<file path="src/hw/rtl/tsq_pkg.sv">
// Shared types, constants and helpers of the ternary sign pack quantiser.
package tsq_pkg;

  localparam int unsigned TSQ_BLOCK_ELEMS = 128;
  localparam int unsigned TSQ_QDEPTH      = 4;
  localparam int unsigned TSQ_QCNT_W      = 3;
  localparam int unsigned TSQ_QPTR_W      = 2;

  localparam logic [30:0] TSQ_THRESH_RESET = 31'd897988542;
  localparam logic [30:0] TSQ_INF_MAG      = 31'h7F80_0000;

  localparam logic [1:0] TSQ_CODE_NEG  = 2'd0;
  localparam logic [1:0] TSQ_CODE_ZERO = 2'd1;
  localparam logic [1:0] TSQ_CODE_POS  = 2'd2;

  localparam logic TSQ_KIND_BYTE  = 1'b0;
  localparam logic TSQ_KIND_SCALE = 1'b1;

  typedef struct packed {
    logic        kind;
    logic [31:0] data;
    logic        last;
  } tsq_result_t;

  typedef struct packed {
    logic                  valid;
    logic [TSQ_QCNT_W-1:0] count;
  } tsq_qstat_t;

  function automatic logic [7:0] tsq_place(input logic [1:0] code, input logic [1:0] group);
    logic [7:0] res;
    res = 8'h00;
    case (group)
      2'd0:    res = {code, 6'b0};
      2'd1:    res = {2'b0, code, 4'b0};
      2'd2:    res = {4'b0, code, 2'b0};
      2'd3:    res = {6'b0, code};
      default: res = 8'h00;
    endcase
    return res;
  endfunction

endpackage

</file>
<file path="src/hw/rtl/ternary_sign_pack_quantizer.sv">
// Top level of the ternary sign pack quantiser: coding, packing memory and result sequencing.
// The block takes one weight per cycle unless stalled. Each weight is coded to two bits and
// merged into a byte of the packing RAM by a read-modify-write over two stages; BLOCK_ELEMS
// must be a multiple of four. When a block completes, its BLOCK_ELEMS/4 bytes are read back
// through the RAM's single read port at one byte per cycle into a four-entry result queue
// while that queue has room. The input stalls after a completing weight until its write stage
// is done and the drain has read the first byte; weights of the next block then enter as fast
// as the drain has read their bytes, which with a free output is one per cycle. After the
// weight marked last, the scale follows the block bytes; a further last or block-completing
// weight waits until that scale is queued. No clearing pass is needed after reset.
module ternary_sign_pack_quantizer import tsq_pkg::*; #(
  parameter int unsigned BLOCK_ELEMS = TSQ_BLOCK_ELEMS
) (
  input  logic        clk_i,
  input  logic        rst_ni,
  input  logic        in_valid_i,
  output logic        in_stall_o,
  input  logic [31:0] sample_bits_i,
  input  logic        last_in_i,
  output logic        out_valid_o,
  input  logic        out_stall_i,
  output logic        result_kind_o,
  output logic [31:0] result_data_o,
  output logic        last_out_o,
  input  logic        cfg_we_i,
  input  logic [30:0] cfg_wdata_i
);

  localparam int unsigned PackBytes = BLOCK_ELEMS / 4;
  localparam int unsigned ByteW     = (PackBytes > 1) ? $clog2(PackBytes) : 1;
  localparam int unsigned RdCntW    = $clog2(PackBytes + 1);
  localparam logic [ByteW-1:0]  ByteLast  = ByteW'(PackBytes - 1);
  localparam logic [RdCntW-1:0] RdCntLast = RdCntW'(PackBytes - 1);

  logic [30:0]       thr_q;
  logic [30:0]       max_q, max_d;
  logic [30:0]       scale_q, scale_d;
  logic              scale_pend_q, scale_pend_d;
  logic [ByteW-1:0]  byte_q, byte_d;
  logic [1:0]        group_q, group_d;

  logic              s1_valid_q;
  logic [ByteW-1:0]  s1_addr_q;
  logic [7:0]        s1_bits_q;
  logic              s1_fresh_q;
  logic              s1_done_q;
  logic              s1_last_q;
  logic              fwd_q;
  logic [7:0]        fwd_byte_q;

  logic              drain_active_q, drain_active_d;
  logic [RdCntW-1:0] rd_cnt_q, rd_cnt_d;
  logic              drain_last_q, drain_last_d;
  logic              inflight_q;
  logic              inflight_last_q;

  logic [30:0]       mag;
  logic              is_nan;
  logic [1:0]        code;
  logic [30:0]       new_max;
  logic              completes;
  logic              in_acc;
  logic              drain_go;
  logic              scale_push;
  logic [7:0]        ram_rdata;
  logic [7:0]        old_byte;
  logic [7:0]        new_byte;
  logic [ByteW-1:0]  ram_raddr;

  tsq_qstat_t        q_stat;
  tsq_result_t       q_head;
  tsq_result_t       push_item;
  logic              push;
  logic              pop;

  assign mag       = sample_bits_i[30:0];
  assign is_nan    = mag > TSQ_INF_MAG;
  assign new_max   = (!is_nan && (mag > max_q)) ? mag : max_q;
  assign completes = (group_q == 2'd3) && (byte_q == ByteLast);

  always_comb begin
    if (is_nan) begin
      code = TSQ_CODE_NEG;
    end else if (mag < thr_q) begin
      code = TSQ_CODE_ZERO;
    end else if (!sample_bits_i[31]) begin
      code = TSQ_CODE_POS;
    end else begin
      code = TSQ_CODE_NEG;
    end
  end

  assign in_stall_o = (s1_valid_q && s1_done_q)
                   || (drain_active_q && (rd_cnt_q <= RdCntW'(byte_q)))
                   || (scale_pend_q && (last_in_i || completes));
  assign in_acc     = in_valid_i && !in_stall_o;

  always_comb begin
    byte_d       = byte_q;
    group_d      = group_q;
    max_d        = max_q;
    scale_d      = scale_q;
    scale_pend_d = scale_pend_q && !scale_push;
    if (in_acc) begin
      if (last_in_i || completes) begin
        byte_d  = '0;
        group_d = 2'd0;
      end else if (byte_q == ByteLast) begin
        byte_d  = '0;
        group_d = group_q + 2'd1;
      end else begin
        byte_d = byte_q + 1'b1;
      end
      if (last_in_i) begin
        max_d        = '0;
        scale_d      = new_max;
        scale_pend_d = 1'b1;
      end else begin
        max_d = new_max;
      end
    end
  end

  assign drain_go  = drain_active_q && ((4'(q_stat.count) + 4'(inflight_q)) < 4'(TSQ_QDEPTH));
  assign ram_raddr = drain_go ? rd_cnt_q[ByteW-1:0] : byte_q;

  always_comb begin
    drain_active_d = drain_active_q;
    rd_cnt_d       = rd_cnt_q;
    drain_last_d   = drain_last_q;
    if (s1_valid_q && s1_done_q) begin
      drain_active_d = 1'b1;
      rd_cnt_d       = '0;
      drain_last_d   = !s1_last_q;
    end else if (drain_go) begin
      rd_cnt_d = rd_cnt_q + 1'b1;
      if (rd_cnt_q == RdCntLast) begin
        drain_active_d = 1'b0;
      end
    end
  end

  assign old_byte = fwd_q ? fwd_byte_q : ram_rdata;
  assign new_byte = (s1_fresh_q ? 8'h00 : old_byte) | s1_bits_q;

  tsq_ram #(
    .Width (8),
    .Depth (PackBytes)
  ) u_pack_ram (
    .clk_i   (clk_i),
    .we_i    (s1_valid_q),
    .waddr_i (s1_addr_q),
    .wdata_i (new_byte),
    .raddr_i (ram_raddr),
    .rdata_o (ram_rdata)
  );

  assign scale_push = scale_pend_q && !drain_active_q && !inflight_q
                   && !(s1_valid_q && s1_done_q)
                   && (q_stat.count < TSQ_QCNT_W'(TSQ_QDEPTH));

  always_comb begin
    push_item.kind = TSQ_KIND_SCALE;
    push_item.data = {1'b0, scale_q};
    push_item.last = 1'b1;
    if (inflight_q) begin
      push_item.kind = TSQ_KIND_BYTE;
      push_item.data = {24'h0, ram_rdata};
      push_item.last = inflight_last_q;
    end
  end

  assign push = inflight_q || scale_push;
  assign pop  = q_stat.valid && !out_stall_i;

  tsq_outq u_outq (
    .clk_i       (clk_i),
    .rst_ni      (rst_ni),
    .push_i      (push),
    .push_item_i (push_item),
    .pop_i       (pop),
    .stat_o      (q_stat),
    .head_o      (q_head)
  );

  assign out_valid_o   = q_stat.valid;
  assign result_kind_o = q_head.kind;
  assign result_data_o = q_head.data;
  assign last_out_o    = q_head.last;

  always_ff @(posedge clk_i or negedge rst_ni) begin
    if (!rst_ni) begin
      thr_q           <= TSQ_THRESH_RESET;
      max_q           <= '0;
      scale_pend_q    <= 1'b0;
      byte_q          <= '0;
      group_q         <= 2'd0;
      s1_valid_q      <= 1'b0;
      drain_active_q  <= 1'b0;
      rd_cnt_q        <= '0;
      drain_last_q    <= 1'b0;
      inflight_q      <= 1'b0;
      inflight_last_q <= 1'b0;
    end else begin
      if (cfg_we_i) begin
        thr_q <= cfg_wdata_i;
      end
      max_q           <= max_d;
      scale_pend_q    <= scale_pend_d;
      byte_q          <= byte_d;
      group_q         <= group_d;
      s1_valid_q      <= in_acc;
      drain_active_q  <= drain_active_d;
      rd_cnt_q        <= rd_cnt_d;
      drain_last_q    <= drain_last_d;
      inflight_q      <= drain_go;
      inflight_last_q <= drain_go && (rd_cnt_q == RdCntLast) && drain_last_q;
    end
  end

  always_ff @(posedge clk_i) begin
    scale_q <= scale_d;
    if (in_acc) begin
      s1_addr_q  <= byte_q;
      s1_bits_q  <= tsq_place(code, group_q);
      s1_fresh_q <= (group_q == 2'd0);
      s1_done_q  <= completes;
      s1_last_q  <= last_in_i;
      fwd_q      <= s1_valid_q && (s1_addr_q == byte_q);
      fwd_byte_q <= new_byte;
    end
  end

`ifndef SYNTHESIS
  assert property (@(posedge clk_i) disable iff (!rst_ni)
    !(drain_go && in_acc && (group_q != 2'd0)))
    else $error("Drain read collided with an item read of the packing RAM.");

  assert property (@(posedge clk_i) disable iff (!rst_ni)
    (s1_valid_q && s1_done_q) |=> drain_active_q)
    else $error("A completed block did not start its drain.");

  assert property (@(posedge clk_i) disable iff (!rst_ni)
    scale_push |-> (!drain_active_q && !inflight_q))
    else $error("Scale queued ahead of outstanding block bytes.");

  assert property (@(posedge clk_i) disable iff (!rst_ni)
    push |-> ((q_stat.count < TSQ_QCNT_W'(TSQ_QDEPTH)) || pop))
    else $error("Result queue overflow.");
`endif

endmodule

</file>
<file path="src/hw/rtl/tsq_ram.sv">
// Generic single-port-write, single-port-read RAM with a registered read.
module tsq_ram #(
  parameter int unsigned Width = 8,
  parameter int unsigned Depth = 32,
  localparam int unsigned AddrW = (Depth > 1) ? $clog2(Depth) : 1
) (
  input  logic             clk_i,
  input  logic             we_i,
  input  logic [AddrW-1:0] waddr_i,
  input  logic [Width-1:0] wdata_i,
  input  logic [AddrW-1:0] raddr_i,
  output logic [Width-1:0] rdata_o
);

  logic [Width-1:0] mem_q [Depth];
  logic [Width-1:0] rdata_q;

  always_ff @(posedge clk_i) begin
    if (we_i) begin
      mem_q[waddr_i] <= wdata_i;
    end
    rdata_q <= mem_q[raddr_i];
  end

  assign rdata_o = rdata_q;

endmodule

</file>
<file path="src/hw/rtl/tsq_outq.sv">
// Small result queue that decouples the drain and scale path from the output stall.
module tsq_outq import tsq_pkg::*; (
  input  logic        clk_i,
  input  logic        rst_ni,
  input  logic        push_i,
  input  tsq_result_t push_item_i,
  input  logic        pop_i,
  output tsq_qstat_t  stat_o,
  output tsq_result_t head_o
);

  tsq_result_t           entry_q [TSQ_QDEPTH];
  logic [TSQ_QPTR_W-1:0] wr_ptr_q, wr_ptr_d;
  logic [TSQ_QPTR_W-1:0] rd_ptr_q, rd_ptr_d;
  logic [TSQ_QCNT_W-1:0] cnt_q, cnt_d;
  logic                  do_pop;

  assign do_pop = pop_i && (cnt_q != '0);

  always_comb begin
    wr_ptr_d = push_i ? wr_ptr_q + 1'b1 : wr_ptr_q;
    rd_ptr_d = do_pop ? rd_ptr_q + 1'b1 : rd_ptr_q;
    cnt_d    = cnt_q + TSQ_QCNT_W'(push_i) - TSQ_QCNT_W'(do_pop);
  end

  always_ff @(posedge clk_i or negedge rst_ni) begin
    if (!rst_ni) begin
      wr_ptr_q <= '0;
      rd_ptr_q <= '0;
      cnt_q    <= '0;
    end else begin
      wr_ptr_q <= wr_ptr_d;
      rd_ptr_q <= rd_ptr_d;
      cnt_q    <= cnt_d;
    end
  end

  always_ff @(posedge clk_i) begin
    if (push_i) begin
      entry_q[wr_ptr_q] <= push_item_i;
    end
  end

  assign stat_o.valid = (cnt_q != '0);
  assign stat_o.count = cnt_q;
  assign head_o       = entry_q[rd_ptr_q];

endmodule

</file>
<file path="config.mk">
export PLATFORM = sky130hd
export DESIGN_NAME = ternary_sign_pack_quantizer
export DESIGN_NICKNAME = d
export VERILOG_FILES = /design/src/hw/rtl/tsq_pkg.sv /design/src/hw/rtl/ternary_sign_pack_quantizer.sv /design/src/hw/rtl/tsq_ram.sv /design/src/hw/rtl/tsq_outq.sv
export SDC_FILE = /design/constraint.sdc
export NUM_CORES = 1
export LEC_CHECK = 0
export BUFFER_PORTS_ARGS = -buffer_cell sky130_fd_sc_hd__buf_2
export CORE_ASPECT_RATIO = 1.75
export CORE_MARGIN = 2
export CORE_UTILIZATION = 38
export CTS_CLUSTER_DIAMETER = 80
export CTS_CLUSTER_SIZE = 12
export DETAILED_ROUTE_END_ITERATION = 7
export PLACE_DENSITY = 0.54
export SETUP_SLACK_MARGIN = 0.5
export SYNTH_ARGS = -nofsm -noshare
export SYNTH_HDL_FRONTEND = slang
export SYNTH_SLANG_ARGS = --single-unit
</file>
<file path="constraint.sdc">
create_clock -name clk_i -period 3.9 [get_ports clk_i]
set_input_delay 0.39 -clock clk_i [delete_from_list [all_inputs] [get_ports clk_i]]
set_output_delay 0.39 -clock clk_i [all_outputs]
set_load 0.02 [all_outputs]
</file>
-- After elaboration in Yosys (flattened, before gate mapping)
Memories as Yosys holds them, arrays and structs flattened. A register that Yosys moved wholly into a read port is not among the register bits.
Cells that the tools add are included.
- input bits: 69
- output and inout bits: 36
- memory bits (writable): 392
- memories: 2
- word-level logic and storage cells: 107
- register bits after elaboration: 144
- memory list (name ; words ; bits a word ; rd ports ; clocked after Yosys merged registers in ; write ports ; RTL line ; RTL):
    u_pack_ram.mem_q ; 32 ; 8 ; 1 ; 1 ; 1 ; tsq_ram.sv:15 ; logic [Width-1:0] mem_q [Depth];
    u_outq.entry_q ; 4 ; 34 ; 1 ; 0 ; 1 ; tsq_outq.sv:12 ; tsq_result_t entry_q [TSQ_QDEPTH];
- $lt $le $gt $ge: 6
- reduce and logical (&&, ||, !) cells: 37
- $add $sub $neg: 8
- multiplexer cells: 25
- eq/ne operators: 6
- bitwise logic cells: 1
- operator list (operator ; count):
    31-bit two-way mux ; 2
    34-bit two-way mux ; 1
    8-bit one-hot mux with 4 select lines ; 1
    31-bit greater-than comparator ; 1
    31-bit greater-than comparator, second input constant ; 1
    31-bit < comparator ; 1
    1-bit logical AND ; 17
    8-bit two-way mux ; 2
    5-bit two-way mux ; 3
    6-bit two-way mux ; 2
    2-bit two-way mux ; 5
    1-bit two-way mux ; 9
    1-bit zero test ; 8
    8-bit OR ; 1
    2-bit by 1-bit adder with 2-bit output, second input constant ; 3
    6-bit by 1-bit adder with 6-bit output, second input constant ; 1
    6-bit by 5-bit == test with 1-bit output, second input constant ; 1
    6-bit by 5-bit <= comparator with 1-bit output ; 1
    2-bit AND reduction ; 3
    2-bit nonzero test ; 3
    5-bit by 1-bit adder with 5-bit output, second input constant ; 1
    5-bit == test ; 1
    5-bit == test, second input constant ; 1
    3-bit by 1-bit adder with 4-bit output ; 1
    other kinds (9) ; 13

-- Longest topological paths before layout
- word-level depth: 9
- mapped depth: 13
- mapped depth without buffers: 10

-- By module
Synthesis repeated with hierarchy kept, for this count alone.
- cells, all modules: 1414
- area total of the unflattened synthesis: 23457.5 um^2
- modules (own cells, without submodules) (module ; times used ; cells each ; area an instance (um^2) ; seq. area each (um^2)):
    tsq_ram ; 1 ; 417 ; 10053.4 ; 7847.5
    ternary_sign_pack_quantizer ; 1 ; 785 ; 8046.5 ; 3731.1
    tsq_outq ; 1 ; 212 ; 5357.6 ; 4259.1

-- Least setup slack after synthesis
OpenSTA, ideal clock, no wires.
- path type: register to register
- from: register byte_q[0]
- to: register scale_q[0], enable pin
- setup slack: 0.341 ns
- cell stages (with the launch flop): 9
- arrival time: 3.140 ns
- path through: dfrtp_1 -> ha_1 -> and3_1 -> ha_1 -> and2_1 -> o21ai_0 -> o2111ai_1 -> clkbuf_1 -> nor2_1
- cells in the longest elaborated chain, start to end: 8
- elaborated cells between the ends (all ways): 11
- classes of those cells: order compare: 1; eq/ne: 1; reduce/logical: 9
- ends and longest elaborated chain (item ; RTL line ; RTL):
    from (decl) ; ternary_sign_pack_quantizer.sv:39 ; logic [ByteW-1:0] byte_q, byte_d;
    from (signal assigned) ; ternary_sign_pack_quantizer.sv:210 ; byte_q <= byte_d;
    5-bit == test ; ternary_sign_pack_quantizer.sv:79 ; assign completes = (group_q == 2'd3) && (byte_q == ByteLast);
    1-bit logical AND ; ternary_sign_pack_quantizer.sv:79 ;
    named net completes ; ternary_sign_pack_quantizer.sv:61 ; logic completes;
    1-bit logical OR ; ternary_sign_pack_quantizer.sv:95 ; || (scale_pend_q && (last_in_i || completes));
    1-bit logical AND ; ternary_sign_pack_quantizer.sv:95 ;
    1-bit logical OR ; ternary_sign_pack_quantizer.sv:95 ;
    1-bit zero test ; ternary_sign_pack_quantizer.sv:96 ; assign in_acc = in_valid_i && !in_stall_o;
    1-bit logical AND ; ternary_sign_pack_quantizer.sv:96 ;
    2-bit AND reduction (no source line) ; -- ;
    to (signal assigned) ; ternary_sign_pack_quantizer.sv:222 ; scale_q <= scale_d;
    to (decl) ; ternary_sign_pack_quantizer.sv:37 ; logic [30:0] scale_q, scale_d;
The timed path passes the listed nets, and every way through them passes these cells.
A chain may end at the register's enable or synchronous reset.

-- Final worst setup path
- from: register u_outq.cnt_q[1]
- to: register u_pack_ram.rdata_q[0] (netlist: u_pack_ram.rdata_o[0]) (read register of u_pack_ram.mem_q)
- cells in the longest elaborated chain, start to end: 4
- ends and longest elaborated chain (item ; RTL line ; RTL):
    from (decl) ; tsq_outq.sv:15 ; logic [TSQ_QCNT_W-1:0] cnt_q, cnt_d;
    from (signal assigned) ; tsq_outq.sv:34 ; cnt_q <= cnt_d;
    3-bit by 1-bit adder with 4-bit output ; ternary_sign_pack_quantizer.sv:124 ; assign drain_go = drain_active_q && ((4'(q_stat.count) + 4'(inflight_q)) < 4'(TSQ_QDEPTH));
    4-bit by 3-bit < comparator with 1-bit output ; ternary_sign_pack_quantizer.sv:124 ;
    1-bit logical AND ; ternary_sign_pack_quantizer.sv:124 ;
    5-bit two-way mux ; ternary_sign_pack_quantizer.sv:125 ; assign ram_raddr = drain_go ? rd_cnt_q[ByteW-1:0] : byte_q;
    to (decl) ; tsq_ram.sv:16 ; logic [Width-1:0] rdata_q;
Every way passes these cells.

==> results_dict.tcl <==
set metrics [dict create \
    power.switching_mw 7.91 \
    finalMaxSlewViolations 0 \
    p_leak_nw 9.60 \
    yosys_warnings 0 \
    outcome "finished, final reports clean" \
    grt_max_degree 82 \
    p_int_mw 13.4 \
    powerDensity_nw_per_um2 803 \
    drcViolationCount 0 \
    io_buffer_count 103 \
    worstPathRequired_ps 4410 \
    finalSetupTns_ps 0 \
    antenna_found_initial 2 \
    start_kind "flip-flop" \
    yosysUniqueCellTypes 64 \
    fillCellCount 5514 \
    start_util 0.384 \
    wire_per_inst_um 23.4 \
    drt_first_pass_iters 5 \
    rows 119 \
    synth-main-ff-cell "edfxtp_1" \
    fp.dieW_um 191 \
    grt_pass1_wl_um 92100 \
    syn_area_per_cell_um2 14.0 \
    ctsLongestPathBuffers 3 \
    clock-sinks 540 \
    hp-start "cfg_wdata_i[20]" \
    yosys.area.top_type_share 0.576 \
    combPwrFrac 0.385 \
    finalNetCount 1932 \
    drive_above_1_share 0.167 \
    cts_buffers 51 \
    fin_skew_ps 33.9 \
    worstReg2RegStart "u_outq.cnt_q[1]" \
    async_flop_share 0.163 \
    critPathMaxFanout 41 \
    switching_share 0.372 \
    ios 105 \
    relSlewSlack 0.322 \
    cts_tree "done" \
    clk_latency_ps 590 \
    drt_iter0_drc 831 \
    yosysTopAreaCell "edfxtp_1" \
    synth_cells 1655 \
    ir_worst_vdd_mv 0.513 \
    cts_root_buf "clkbuf_16" \
    path_clk_slew_ps 70 \
    hpwl_um 42000 \
    synth_nets 1806 \
    power_frac_seq 0.398 \
    seq_area_frac_synth 0.679 \
    totalWireLength_um 61000 \
    die_area_um2 63000 \
    hold_viol_final 0 \
    rsz0062_at_grt "false" \
    finalCritPeriodShare 0.843 \
    grt_use_total 0.196 \
    gp_congestion 0.815 \
    netlist_area_um2 23200 \
    num_vias 14100 \
    syn_to_final_growth_pct 14.4 \
    grt_overflow 0 \
    worst_slew_pin_slew_ps 1010 \
    synthTopCellsByArea "edfxtp_1 58%, dfrtp_1 7.6%, ha_1 4.4%" \
    holdWs_ps 32.8 \
    path_class "reg -> reg" \
    ant_nets 0 \
    setup_viol 0 \
    startpoint "u_outq.cnt_q[1]" \
    stdcell_count 2610 \
    viasPerCell 5.40 \
    hp-class "in -> reg" \
    core_region_area_um2 60300 \
    min_period_ps 3290 \
    clock.fmax_ghz 0.304 \
    clockPowerShare 0.217 \
    grt_pass1_vias 14730 \
    dp_cells 2505 \
    synth-seq-cells 540 \
    finish.utilization 0.439 \
    fp.dieH_um 331 \
    crit_arrival_ps 3800 \
    synth-edff-count 444 \
    diodes 0 \
    cp-end-kind "flip-flop" \
    max-cap-violations 0 \
    h-tree-depth 2 \
]
==> worst paths after layout <==
check / to / cells after the start / slack, ps
min reg2reg: drain_last_q / 1 / 430
min: thr_q[20] / 3 / 30
max reg2reg: u_pack_ram.rdata_o[0] / 11 / 610
min in group asynchronous: max_q[24] / 2 / 430
max: u_pack_ram.rdata_o[0] / 11 / 610
max in group asynchronous: thr_q[24] / 3 / 2420
==> sequential cells by signal, summed over array words and instances, names as in the netlist, 3 cells and up <==
name                count
s1_bits_q               8
fwd_byte_q              8
u_pack_ram.rdata_o      8
scale_q                31
max_q                  31
s1_addr_q               5
u_outq.cnt_q            3
thr_q                  31
rd_cnt_q                6
u_pack_ram.mem_q      256
byte_q                  5
u_outq.entry_q        132
==> cells in the final DEF (no fill, tap or decap), types with 11 or more instances in the layout <==
cell type	netlist	final
a21o_1	12	11
a21oi_1	121	121
a221o_1	14	14
a221oi_1	39	38
a22o_1	11	11
a22oi_1	20	20
buf_2	17	102
buf_4	12	43
clkbuf_1	53	41
clkbuf_16	0	52
dfrtp_1	70	69
dfstp_2	18	18
edfxtp_1	444	444
ha_1	81	81
inv_1	83	83
mux2i_1	60	59
mux4_2	33	33
nand2_1	187	187
nand4_1	14	14
nor2_1	53	52
nor2b_1	35	31
nor3_1	25	25
o21ai_0	87	87
o22ai_1	21	21
==> synth_stat cells, types with 10 or more instances <==
master	n
a221o_1	14
nand3_1	10
a21oi_1	121
mux2_2	10
dfrtp_1	70
a21o_1	12
nor2b_1	35
clkbuf_1	53
nand4_1	14
buf_2	17
nand2_1	187
edfxtp_1	444
o21ai_0	87
nor4_1	10
buf_4	12
dfstp_2	18
o22ai_1	21
a221oi_1	39
nor2_1	53
inv_1	83
mux4_2	33
and3_1	10
a22oi_1	20
mux2i_1	60
a22o_1	11
ha_1	81
nor3_1	25
==> cell families (layout without fill, tap and decap cells) <==
kind of cell	after synthesis	count (layout)	share of synthesized area
multiplexers	103	103	0.0629
flip-flops	540	540	0.679
other	1	1	0.000162
AO/OA/AOI/OAI	367	368	0.101
XOR/XNOR	13	13	0.00492
buffers and inverters	173	341	0.0312
adder cells (fa/ha/maj)	82	82	0.0446
AND/OR/NAND/NOR	376	376	0.0769
==> what timing repair did <==
action | CTS | global route
gates cloned | 0 | 2
setup endpoints to repair | 2 | 3
resized for setup | 0 | 3
hold buffers | 5 | 0
setup buffers | 2 | 0
endpoints found under the hold margin | 61 | 0
==> metrics by stage <==
stage                     cell area, µm²  setup slack, ps  power [mW]
after floorplan                    23200              836        13.6
after global placement             24900              467        16.6
after detailed placement           24900              394        16.8
after CTS                          26400              586        21.5
after global routing               26500              512        22.4
final                              26500              611        21.3
==> layout make-up <==
type / count / area (µm²) / area share
multi-input combinational: 943 / 6890 / 0.260
tap: 786 / 983 / 0.0371
inverter: 85 / 319 / 0.0120
clock inverter: 4 / 58.8 / 0.00222
clock buffer: 92 / 1430 / 0.0540
sequential: 540 / 15700 / 0.593
timing repair buffer: 160 / 1100 / 0.0414
==> routing by layer <==
| layer | vias to the layer above | share of wire | global-route usage |
|---|---|---|---|
| met5 | - | 0.00049 | 0 |
| met4 | 4 | 0.049 | 0.0890 |
| met3 | 120 | 0.038 | 0.0260 |
| met2 | 352 | 0.56 | 0.379 |
| met1 | 7130 | 0.35 | 0.207 |
| li1 | 6494 | - | - |
==> critical path: stages (launching register included) <==
cell and delay (ps):
dfrtp_1 440, ha_1 240, and3b_1 260, a22oi_4 90, inv_2 200, and2_1 260
a21o_4 200, buf_16 230, nand2_1 80, a221o_1 390, a32oi_1 560, nor3b_2 270
==> power by group through the flow <==
stage	registers (mW)	logic, mW	clock network (mW)
2_1_floorplan	8.27	5.29	0
3_3_place_gp	8.57	8.07	0
3_5_place_dp	8.61	8.19	0
4_1_cts	8.49	8.26	4.72
5_1_grt	8.58	8.91	4.92
6_report	8.48	8.19	4.61
(Power assumes the default switching activity.)
